===== src/idfl_pkg.sv =====
// Package for the identifier free-list allocator.
// Command modes, result status codes and fixed field widths; no dependencies.
package idfl_pkg;

  localparam int MODE_W   = 3;
  localparam int FIELD_W  = 16;
  localparam int IDOUT_W  = 8;
  localparam int STATUS_W = 3;

  localparam logic [FIELD_W-1:0] NO_NODE = 16'hFFFF;

  typedef enum logic [MODE_W-1:0] {
    MODE_RESET_IDS  = 3'd0,
    MODE_ALLOC      = 3'd1,
    MODE_FREE       = 3'd2,
    MODE_REMOVE     = 3'd3,
    MODE_SET_OFFSET = 3'd4,
    MODE_CLEAR      = 3'd5
  } mode_t;

  typedef enum logic [STATUS_W-1:0] {
    ST_OK        = 3'd0,
    ST_EMPTY     = 3'd1,
    ST_NOT_FOUND = 3'd2,
    ST_INVALID   = 3'd3,
    ST_FULL      = 3'd4
  } status_t;

endpackage


===== src/idfl_ram.sv =====
// Generic single-port-write, single-port-read RAM with registered read data.
// No dependencies.
module idfl_ram #(
  parameter int WIDTH = 8,
  parameter int DEPTH = 256
) (
  input  logic                     clk,
  input  logic                     we,
  input  logic [$clog2(DEPTH)-1:0] waddr,
  input  logic [WIDTH-1:0]         wdata,
  input  logic [$clog2(DEPTH)-1:0] raddr,
  output logic [WIDTH-1:0]         rdata
);

  logic [WIDTH-1:0] mem [DEPTH];

  always_ff @(posedge clk) begin
    if (we) begin
      mem[waddr] <= wdata;
    end
    rdata <= mem[raddr];
  end

endmodule


===== src/identifier_free_list_top.sv =====
// Identifier free-list allocator: top level.
// Depends on idfl_pkg (modes, status codes) and idfl_ram (stack and offset memories).
//
// Hands out identifiers 0..MAX_IDS-1 from a stack of free identifiers kept in
// one RAM, and keeps a node offset per identifier in a second RAM. A command is
// taken when start is high and busy is low; its single result beat appears
// registered on identifier_out/status once the command finishes, with done high
// for exactly that cycle. The receiver cannot stall: sample it when done is
// high. How each command is carried out:
//   free, set offset, unused modes, allocate on empty stack: answered directly
//   allocate: one stack RAM read of the top entry
//   remove, clear: one pass over the stack through the RAM read port, the
//     last read landing before the beat is posted; remove shifts entries down
//     in the same pass
//   reset ids: one stack entry rewritten per cycle
// After rst, busy stays high while the stack is filled with 0..MAX_IDS-1 and
// every offset is set to all ones (no node); no command is taken during that
// pass.
module identifier_free_list_top
  import idfl_pkg::*;
#(
  parameter int MAX_IDS = 256
) (
  input  logic                clk,
  input  logic                rst,
  input  logic                start,
  output logic                busy,
  input  logic [MODE_W-1:0]   mode,
  input  logic [FIELD_W-1:0]  identifier,
  input  logic [FIELD_W-1:0]  offset,
  output logic                done,
  output logic [IDOUT_W-1:0]  identifier_out,
  output logic [STATUS_W-1:0] status
);

  localparam int ID_W  = $clog2(MAX_IDS);
  localparam int CNT_W = $clog2(MAX_IDS + 1);

  typedef enum logic [2:0] {
    S_INIT,
    S_IDLE,
    S_ALLOC,
    S_REFILL,
    S_REMOVE,
    S_CLEAR
  } state_t;

  state_t            state;
  logic [ID_W-1:0]   sweep;     // refill / init position
  logic [CNT_W-1:0]  count;     // free identifiers on the stack
  logic [CNT_W-1:0]  rd_idx;    // next stack index to read in a scan
  logic              pend_vld;  // a scan read is landing this cycle
  logic [ID_W-1:0]   pend_idx;  // index of the landing read
  logic              found;
  logic [FIELD_W-1:0] cmd_id;

  // RAM ports
  logic              stk_we;
  logic [ID_W-1:0]   stk_waddr;
  logic [ID_W-1:0]   stk_wdata;
  logic [ID_W-1:0]   stk_raddr;
  logic [ID_W-1:0]   stk_rdata;
  logic              off_we;
  logic [ID_W-1:0]   off_waddr;
  logic [FIELD_W-1:0] off_wdata;

  mode_t              mode_in;
  logic               accept;
  logic               id_ok;
  logic [ID_W-1:0]    id_idx;
  logic [CNT_W-1:0]   cnt_m1;
  logic               stack_full;
  logic               scan_more;
  logic [ID_W+7:0]    rd_ext;
  logic [FIELD_W-1:0] rd_wide;

  assign busy       = (state != S_IDLE);
  assign accept     = start && !busy;
  assign mode_in    = mode_t'(mode);
  assign id_ok      = (identifier < FIELD_W'(MAX_IDS));
  assign id_idx     = identifier[ID_W-1:0];
  assign cnt_m1     = count - CNT_W'(1);
  assign stack_full = (count >= CNT_W'(MAX_IDS));
  assign scan_more  = (rd_idx < count);
  assign rd_ext     = {8'b0, stk_rdata};
  assign rd_wide    = {{(FIELD_W-ID_W){1'b0}}, stk_rdata};

  // Memory access steering
  always_comb begin
    stk_we    = 1'b0;
    stk_waddr = '0;
    stk_wdata = '0;
    stk_raddr = '0;
    off_we    = 1'b0;
    off_waddr = '0;
    off_wdata = NO_NODE;
    unique case (state)
      S_INIT: begin
        stk_we    = 1'b1;
        stk_waddr = sweep;
        stk_wdata = sweep;
        off_we    = 1'b1;
        off_waddr = sweep;
      end
      S_REFILL: begin
        stk_we    = 1'b1;
        stk_waddr = sweep;
        stk_wdata = sweep;
      end
      S_IDLE: begin
        if (accept) begin
          unique case (mode_in)
            MODE_ALLOC: begin
              stk_raddr = cnt_m1[ID_W-1:0];
            end
            MODE_FREE: begin
              if (id_ok) begin
                off_we    = 1'b1;
                off_waddr = id_idx;
                if (!stack_full) begin
                  stk_we    = 1'b1;
                  stk_waddr = count[ID_W-1:0];
                  stk_wdata = id_idx;
                end
              end
            end
            MODE_SET_OFFSET: begin
              if (id_ok) begin
                off_we    = 1'b1;
                off_waddr = id_idx;
                off_wdata = offset;
              end
            end
            default: begin
            end
          endcase
        end
      end
      S_REMOVE: begin
        stk_raddr = rd_idx[ID_W-1:0];
        // once the match is passed, each landing entry moves down one slot
        if (pend_vld && found) begin
          stk_we    = 1'b1;
          stk_waddr = pend_idx - ID_W'(1);
          stk_wdata = stk_rdata;
        end
      end
      S_CLEAR: begin
        stk_raddr = rd_idx[ID_W-1:0];
        if (pend_vld) begin
          off_we    = 1'b1;
          off_waddr = stk_rdata;
        end
      end
      S_ALLOC: begin
      end
      default: begin
      end
    endcase
  end

  // Sequencer, stack pointer and result beat
  always_ff @(posedge clk) begin
    if (rst) begin
      state    <= S_INIT;
      sweep    <= '0;
      count    <= CNT_W'(MAX_IDS);
      rd_idx   <= '0;
      pend_vld <= 1'b0;
      found    <= 1'b0;
      done     <= 1'b0;
    end else begin
      done <= 1'b0;
      unique case (state)
        S_INIT, S_REFILL: begin
          sweep <= sweep + ID_W'(1);
          if (sweep == ID_W'(MAX_IDS - 1)) begin
            sweep <= '0;
            count <= CNT_W'(MAX_IDS);
            state <= S_IDLE;
            if (state == S_REFILL) begin
              done           <= 1'b1;
              identifier_out <= '0;
              status         <= ST_OK;
            end
          end
        end
        S_IDLE: begin
          if (start) begin
            identifier_out <= '0;
            unique case (mode_in)
              MODE_RESET_IDS: begin
                sweep <= '0;
                state <= S_REFILL;
              end
              MODE_ALLOC: begin
                if (count == '0) begin
                  done   <= 1'b1;
                  status <= ST_EMPTY;
                end else begin
                  count <= cnt_m1;
                  state <= S_ALLOC;
                end
              end
              MODE_FREE: begin
                done <= 1'b1;
                if (!id_ok) begin
                  status <= ST_INVALID;
                end else if (stack_full) begin
                  status <= ST_FULL;
                end else begin
                  count  <= count + CNT_W'(1);
                  status <= ST_OK;
                end
              end
              MODE_REMOVE: begin
                rd_idx   <= '0;
                pend_vld <= 1'b0;
                found    <= 1'b0;
                cmd_id   <= identifier;
                state    <= S_REMOVE;
              end
              MODE_SET_OFFSET: begin
                done   <= 1'b1;
                status <= id_ok ? ST_OK : ST_INVALID;
              end
              MODE_CLEAR: begin
                rd_idx   <= '0;
                pend_vld <= 1'b0;
                state    <= S_CLEAR;
              end
              default: begin
                done   <= 1'b1;
                status <= ST_INVALID;
              end
            endcase
          end
        end
        S_ALLOC: begin
          done           <= 1'b1;
          identifier_out <= rd_ext[7:0];
          status         <= ST_OK;
          state          <= S_IDLE;
        end
        S_REMOVE, S_CLEAR: begin
          if (scan_more) begin
            pend_vld <= 1'b1;
            pend_idx <= rd_idx[ID_W-1:0];
            rd_idx   <= rd_idx + CNT_W'(1);
          end else begin
            pend_vld <= 1'b0;
          end
          // lowest match only
          if (state == S_REMOVE && pend_vld && !found && rd_wide == cmd_id) begin
            found <= 1'b1;
          end
          if (!scan_more && !pend_vld) begin
            done           <= 1'b1;
            identifier_out <= '0;
            state          <= S_IDLE;
            if (state == S_REMOVE) begin
              if (found) begin
                count  <= cnt_m1;
                status <= ST_OK;
              end else begin
                status <= ST_NOT_FOUND;
              end
            end else begin
              status <= ST_OK;
            end
          end
        end
        default: begin
          state <= S_IDLE;
        end
      endcase
    end
  end

  idfl_ram #(
    .WIDTH (ID_W),
    .DEPTH (MAX_IDS)
  ) u_stack_ram (
    .clk   (clk),
    .we    (stk_we),
    .waddr (stk_waddr),
    .wdata (stk_wdata),
    .raddr (stk_raddr),
    .rdata (stk_rdata)
  );

  // offsets are written only; nothing reads them back here
  idfl_ram #(
    .WIDTH (FIELD_W),
    .DEPTH (MAX_IDS)
  ) u_offset_ram (
    .clk   (clk),
    .we    (off_we),
    .waddr (off_waddr),
    .wdata (off_wdata),
    .raddr (off_waddr),
    .rdata ()
  );

`ifndef SYNTHESIS
  a_count_range: assert property (@(posedge clk) disable iff (rst)
    count <= CNT_W'(MAX_IDS))
    else $error("free count above MAX_IDS");

  a_idout_zero: assert property (@(posedge clk) disable iff (rst)
    (done && status != ST_OK) |-> identifier_out == '0)
    else $error("identifier handed out on a failed beat");

  a_alloc_pop: assert property (@(posedge clk) disable iff (rst)
    (accept && mode == MODE_ALLOC && count != '0) |=> count == $past(cnt_m1))
    else $error("allocate did not pop the stack");

  a_shift_idx: assert property (@(posedge clk) disable iff (rst)
    (state == S_REMOVE && pend_vld && found) |-> pend_idx != '0)
    else $error("remove shift below stack bottom");

  a_scan_count: assert property (@(posedge clk) disable iff (rst)
    (state == S_CLEAR || (state == S_REMOVE && !(done))) |->
      (rd_idx <= count))
    else $error("scan index ran past the stack");
`endif

endmodule


===== config.mk =====
export PLATFORM = sky130hd
export DESIGN_NAME = identifier_free_list_top
export DESIGN_NICKNAME = d
export VERILOG_FILES = /design/src/idfl_pkg.sv /design/src/idfl_ram.sv /design/src/identifier_free_list_top.sv
export SDC_FILE = /design/constraint.sdc
export NUM_CORES = 2
export LEC_CHECK = 0
export BUFFER_PORTS_ARGS = -buffer_cell sky130_fd_sc_hd__buf_2
export CORE_MARGIN = 2
export CORE_UTILIZATION = 60
export DETAILED_ROUTE_END_ITERATION = 6
export HOLD_SLACK_MARGIN = 0.15
export PLACE_DENSITY = 0.74
export SYNTH_ARGS = -nofsm -noshare
export SYNTH_HDL_FRONTEND = slang
export SYNTH_SLANG_ARGS = --single-unit

===== constraint.sdc =====
create_clock -name clk -period 7.09 [get_ports clk]
set_clock_uncertainty 0.05 [all_clocks]
set_input_delay 0.3545 -clock clk [delete_from_list [all_inputs] [get_ports clk]]
set_output_delay 0.3545 -clock clk [all_outputs]
set_load 0.01 [all_outputs]

==> Word level (Yosys, flattened, before mapping) <==
Memories as Yosys holds them, arrays and structs flattened. A register that Yosys moved wholly into a read port is not among the register bits.
Cells that the tools add are included.
{ "op_classes": {"reduce_logical": 31, "n_bitwise": 1, "n_addsub": 5, "order_cmp": 3, "muxes": 79, "eq_ne": 31} }
{ "op_table": {"columns": ["cell", "n"], "rows": [
  ["$mux W8", 19],
  ["$mux W9", 11],
  ["$pmux W8 S3", 2],
  ["$mux W3", 12],
  ["$pmux W3 S4", 3],
  ["$pmux W9 S2", 2],
  ["$pmux W8 S2", 2],
  ["$pmux W8 S4", 1],
  ["$pmux W9 S3", 1],
  ["$add A9 B1 Y9 const B", 2],
  ["$mux W1", 18],
  ["$ne A2 B1 Y1 const B", 9],
  ["$eq A8 B16 Y1", 1],
  ["$lt A16 B9 Y1 const B", 1],
  ["$eq A3 B2 Y1 const B", 4],
  ["$eq A3 B3 Y1 const B", 4],
  ["$ne A3 B3 Y1 const B", 4],
  ["$reduce_and A4 Y1", 3],
  ["$reduce_and A10 Y1", 1],
  ["$ge A9 B9 Y1 const B", 1],
  ["$logic_not A9 Y1", 1],
  ["$lt A9 B9 Y1", 1],
  ["$pmux W3 S3", 1],
  ["$reduce_and A3 Y1", 3],
  ["other kinds (25)", 43]
]} }
{ "word_totals": {"in_bits": 38, "elab_cells": 162, "output_inout_bits": 13, "ram_bits": 2048, "memories": 1, "reg_bits": 67} }
{ "memory_table": {"columns": ["memory", "depth", "word_bits", "read_ports", "rd_ports_with_merged_regs", "write_ports", "line_no", "source"], "rows": [
  ["u_stack_ram.mem", 256, 8, 1, 1, 1, "idfl_ram.sv:15", "logic [WIDTH-1:0] mem [DEPTH];"]
]} }

==> Depth between registers and ports, before layout <==
{ "logic_depth": {"depth_word": 8, "mapped_depth": 16, "ltp_nobuf": 12} }

==> Hierarchy <==
From an unflattened synthesis, not the netlist that was laid out.
{ "hier_totals": {"cells_unflattened": 4170, "area_unflattened_um2": 83581.4} }
{ "modules_own_cells": {"columns": ["module", "cells_per_inst", "instances", "seq_area_each_um2", "area_per_inst_um2"], "rows": [
  ["idfl_ram", 3733, 1, 61659.1, 79556.3],
  ["identifier_free_list_top", 437, 1, 1691.6, 4025.1]
]} }

==> Least setup slack after synthesis <==
No wires, ideal clock.
{ "synth_path": {"path_kind": "in2reg", "from": "in mode[1]", "to": "mem u_stack_ram.mem[0][2] (data pin)", "cell_stages": 7, "arrival_time_ps": 5095, "path_slack_ps": 1081, "cell_sequence": "buf_6 > inv_1 > or3_1 > nor4_1 > clkbuf_1 > buf_2 > a221o_1"} }
{ "synth_between": {"elab_chain_len": 4} }
{ "synth_rtl": {"columns": ["element", "line_no", "source"], "rows": [
  ["start, declared", "identifier_free_list_top.sv:28", "input logic [MODE_W-1:0] mode,"],
  ["$eq A3 B2 Y1", "identifier_free_list_top.sv:112", "unique case (mode_in)"],
  ["$mux W8", "identifier_free_list_top.sv:112", null],
  ["$mux W8", "identifier_free_list_top.sv:111", "if (accept) begin"],
  ["$pmux W8 S3", "identifier_free_list_top.sv:97", "unique case (state)"],
  ["net stk_wdata[2]", "identifier_free_list_top.sv:60", "logic [ID_W-1:0] stk_wdata;"],
  ["end, declared", "idfl_ram.sv:15", null]
]} }
The timed path passes the listed nets, and every way through them passes these cells.

==> Final worst setup path <==
{ "layout_path": {"from": "reg count[0]", "to": "reg u_stack_ram.rdata[2] (read register of u_stack_ram.mem)"} }
{ "layout_between": {"elab_chain_len": 4} }
{ "layout_rtl": {"columns": ["element", "line_no", "source"], "rows": [
  ["start, declared", "identifier_free_list_top.sv:50", "logic [CNT_W-1:0] count;"],
  ["start signal, assigned", "identifier_free_list_top.sv:167", "count <= CNT_W'(MAX_IDS);"],
  ["start signal, assigned", "identifier_free_list_top.sv:179", "count <= CNT_W'(MAX_IDS);"],
  ["start signal, assigned", "identifier_free_list_top.sv:201", "count <= cnt_m1;"],
  ["$sub A9 B1 Y9", "identifier_free_list_top.sv:82", "assign cnt_m1 = count - CNT_W'(1);"],
  ["$mux W8", "identifier_free_list_top.sv:112", null],
  ["$mux W8", "identifier_free_list_top.sv:111", null],
  ["$pmux W8 S2", "identifier_free_list_top.sv:97", null],
  ["end, declared", "idfl_ram.sv:12", "output logic [WIDTH-1:0] rdata"]
]} }
Every way passes these cells.
A chain may end at the register's enable or synchronous reset.

==> flow_summary.yaml <==
grt:
  grt-ovfl-total: 0
  antenna_found_initial: 14
  grt_pass1_vias: 50700
  grt_pass1_wl_mm: 354
  grt_max_degree: 205
  grt_usage_pct: 34.0
floorplanning:
  fp.dieW_um: 381
  io_pins: 51
  coreArea_mm2: 0.141
  dieArea_mm2: 0.145
  rows: 138
  die_h_um: 381
  initial_utilization_pct: 60.3
setup_path:
  critPathSlowestCell: "nor2_2"
  cp.arrival_ns: 6.34
  r2r_start: "count[0]"
  crit_fanout: 10
  worstSetupStartpointType: "register"
  r2r_end: "u_stack_ram.rdata[2]"
  crit_path_end_kind: "register"
  r2r_slack_ns: 1.49
  critPathKind: "register to register"
  max_stage_delay_ns: 1.18
  required_ns: 7.83
  r2r_cells: 13
  path_cells: "inv_1 > ha_1 > or3b_1 > xnor2_1 > o21a_1 > buf_4 > nand2_1 > nor2_2 > o311ai_0 > nand4_1 > nor3_1 > nor2_1 > and3_1"
routing:
  wl_per_cell_um: 31.7
  dr_total_vias: 54000
  firstDrtPassIters: 7
  drc: 5
  drtAntennaViolNets: 0
  drt-initial-drc-count: 9847
  drt_wl_total_mm: 249
  vias_per_cell: 6.87
power_and_ir_drop:
  switchingPower_w: 0.00727
  leakage_nw: 31.6
  p_per_area_mw_per_mm2: 298
  pwr-share-seq_pct: 50.8
  switching_share_pct: 25.9
  p_int_w: 0.0208
  max-vdd-ir-drop_v: 0.000291
  p_clk_share_pct: 37.6
  comb_power_share_pct: 11.6
clock_network:
  path_clk_slew_ns: 0.06
  insertion_delay_ns: 0.85
  post-cts-setup-buffers: 0
  numCtsBuffers: 202
  post_cts_resized: 0
  cts_tree: "done"
  cts.sink_count: 2123
  cts_hold_buf: 29
  root_buffer: "clkbuf_16"
  clockBufferDepth: 3
  cts_max_level: 4
timing:
  fmax_mhz: 179
  maxSlewViolCount: 1
  setup_ws_ns: 1.49
  grt_setup_unrepaired: "no"
  setup_violations: 0
  tns_ns: 0
  fin_hold_ws_ns: 0.189
  tightest_slew_ns: 1.49
  slew_headroom_pct: -0.200
  period_share_pct: 78.9
  final_hold_viol_count: 0
  min_period_ns: 5.60
hold_path:
  holdCritStartpoint: "identifier[13]"
  hold_class: "primary input to register"
  hold_path_end: "cmd_id[13]"
  min_path_cells: 2
synthesis:
  synth_area_mm2: 0.0851
  ys_ff_latch: 2123
  syn-num-nets: 5801
  synth_edf_count: 2083
  netlist_instances: 5750
  avgSynthCellArea_um2: 14.8
  ys_warn_count: 0
  seq_area_frac_synth_pct: 74.4
  ys_types: 89
  async_flop_share_pct: 0
  ys.flop_type: "edfxtp_1"
outcome:
  status: "finished, violations left"
  violations: "design-rule violations, max-capacitance violations, max-slew violations"
place:
  gp_congestion: 0.951
  hpwl_mm: 145
  port_buffers: 34
  dpl_worst_slack_ns: 1.73
cells_and_area:
  syn2layout_area_growth_pct: 10.7
  fin_util_pct: 66.7
  drive_gt1_share_pct: 11.7
  n_fill_cell: 9354
  finalNetCount: 5841
flow_run:
  maxCapViolCount: 1
-- layout by cell type, fill, tap and decap left out, drive strengths merged, types with 7 or more instances in the layout --
master / instances
a21o: 8
a32oi: 35
o21ai: 64
clkinv: 95
o2111ai: 7
nand2: 1159
ha: 13
dlygate4sd3: 29
a22oi: 70
a222oi: 9
mux2i: 57
nand2b: 9
nor2b: 7
mux4: 180
buf: 184
edfxtp: 2083
nor3: 31
a211oi: 70
o22ai: 17
and3: 174
o311ai: 15
bufinv: 13
a311oi: 71
nor4: 29
a221oi: 23
clkbuf: 261
inv: 27
nand4: 31
a21oi: 150
nor2: 361
dfxtp: 40
nand3: 343
a22o: 9
a21boi: 7
o211ai: 25
xnor2: 10
xor2: 19
a31oi: 134
-- logic make-up (layout without fill, tap and decap cells) --
family / after synthesis / after routing / synth area share [%]
other: 0 / 6 / 0
DFF: 2123 / 2123 / 74.4
adders and majority gates: 14 / 14 / 0.203
muxes: 241 / 241 / 5.49
and+or+nand+nor: 2181 / 2181 / 11.1
xor gates and xnor gates: 29 / 29 / 0.298
AOI/OAI and AO/OA: 760 / 760 / 6.25
buffers and inverters: 402 / 614 / 2.21
-- worst max-delay path: cells and delay by family (launching register included) --
kind,cells,cell delay (ns)
xor+xnor,1,0.29
simple gates,7,3.00
flops,1,0.40
buf+inv,2,0.45
compound gates,2,1.03
fa+ha+maj,1,0.25
-- synth_stat cells (all sizes together), types with 25 or more instances --
cell	instances	area share, %
o211ai	25	0.22
a211oi	70	0.62
nand2	1159	5.1
buf	242	1.5
nand3	343	2.0
a21oi	150	0.89
and3	174	1.3
dfxtp	40	0.94
a311oi	71	0.73
a31oi	134	0.99
nor3	31	0.18
clkbuf	135	0.60
nor2	361	1.6
o21ai	64	0.39
nand4	31	0.23
a22oi	70	0.63
mux2i	57	0.67
nor4	29	0.22
a32oi	35	0.36
mux4	180	4.8
edfxtp	2083	73
-- power by group through the flow --
stage | logic [W] | clock network, W | registers [W]
after global placement | 0.00301 | 0 | 0.0145
after global routing | 0.00332 | 0.0110 | 0.0143
after floorplan | 0.00180 | 0 | 0.0144
after detailed placement | 0.00306 | 0 | 0.0145
final | 0.00324 | 0.0105 | 0.0143
after CTS | 0.00309 | 0.0105 | 0.0142
-- registers in the layout, summed over array words and instances, names as in the netlist --
| signal | cells |
|---|---|
| rd_idx | 9 |
| pend_vld | 1 |
| state | 3 |
| found | 1 |
| cmd_id | 16 |
| pend_idx | 8 |
| identifier_out | 8 |
| status | 3 |
| u_stack_ram.rdata | 8 |
| u_stack_ram.mem | 2048 |
| sweep | 8 |
| done | 1 |
| count | 9 |
-- metrics by stage --
stage          area (µm²)  power [W]  cells
3_3_place_gp        87500     0.0175   7447
4_1_cts             94200     0.0278   7852
3_5_place_dp        87500     0.0176   7447
6_report            94200     0.0280   7858
2_1_floorplan       85100     0.0162   5750
5_1_grt             94200     0.0286   7854
-- routing by layer --
layer  share of wire [%]  vias up  track usage (%)
met5               0.086        -            0.331
met4                 6.4       18             18.8
met3                  15      830             9.71
met2                  45     4468             49.9
met1                  34    26500             46.2
li1                    -    22200                -
-- final cells by class --
type	instances	area, µm²	share of cell area, %
Antenna cell	6	15.0	0.0159
Clock buffer	261	5420	5.75
Clock inverter	115	1000	1.07
Inverter	25	144	0.153
Multi-Input combinational cell	3225	20000	21.3
Sequential cell	2123	63400	67.3
Tap cell	1890	2360	2.51
Timing Repair Buffer	213	1860	1.98
-- worst max-delay path by stage --
stage,startpoint,to,slack (ns),depth (start not counted)
floorplan,mode[1],u_stack_ram.mem[0][2],1.08,7
global placement,mode[1],u_stack_ram.rdata[7],1.83,13
detailed placement,mode[1],u_stack_ram.rdata[7],1.73,11
CTS,count[0],u_stack_ram.rdata[7],1.68,12
global route,count[0],u_stack_ram.rdata[7],1.58,12
finish,count[0],u_stack_ram.rdata[2],1.49,13
No activity file was read; power rests on OpenSTA's default activity.
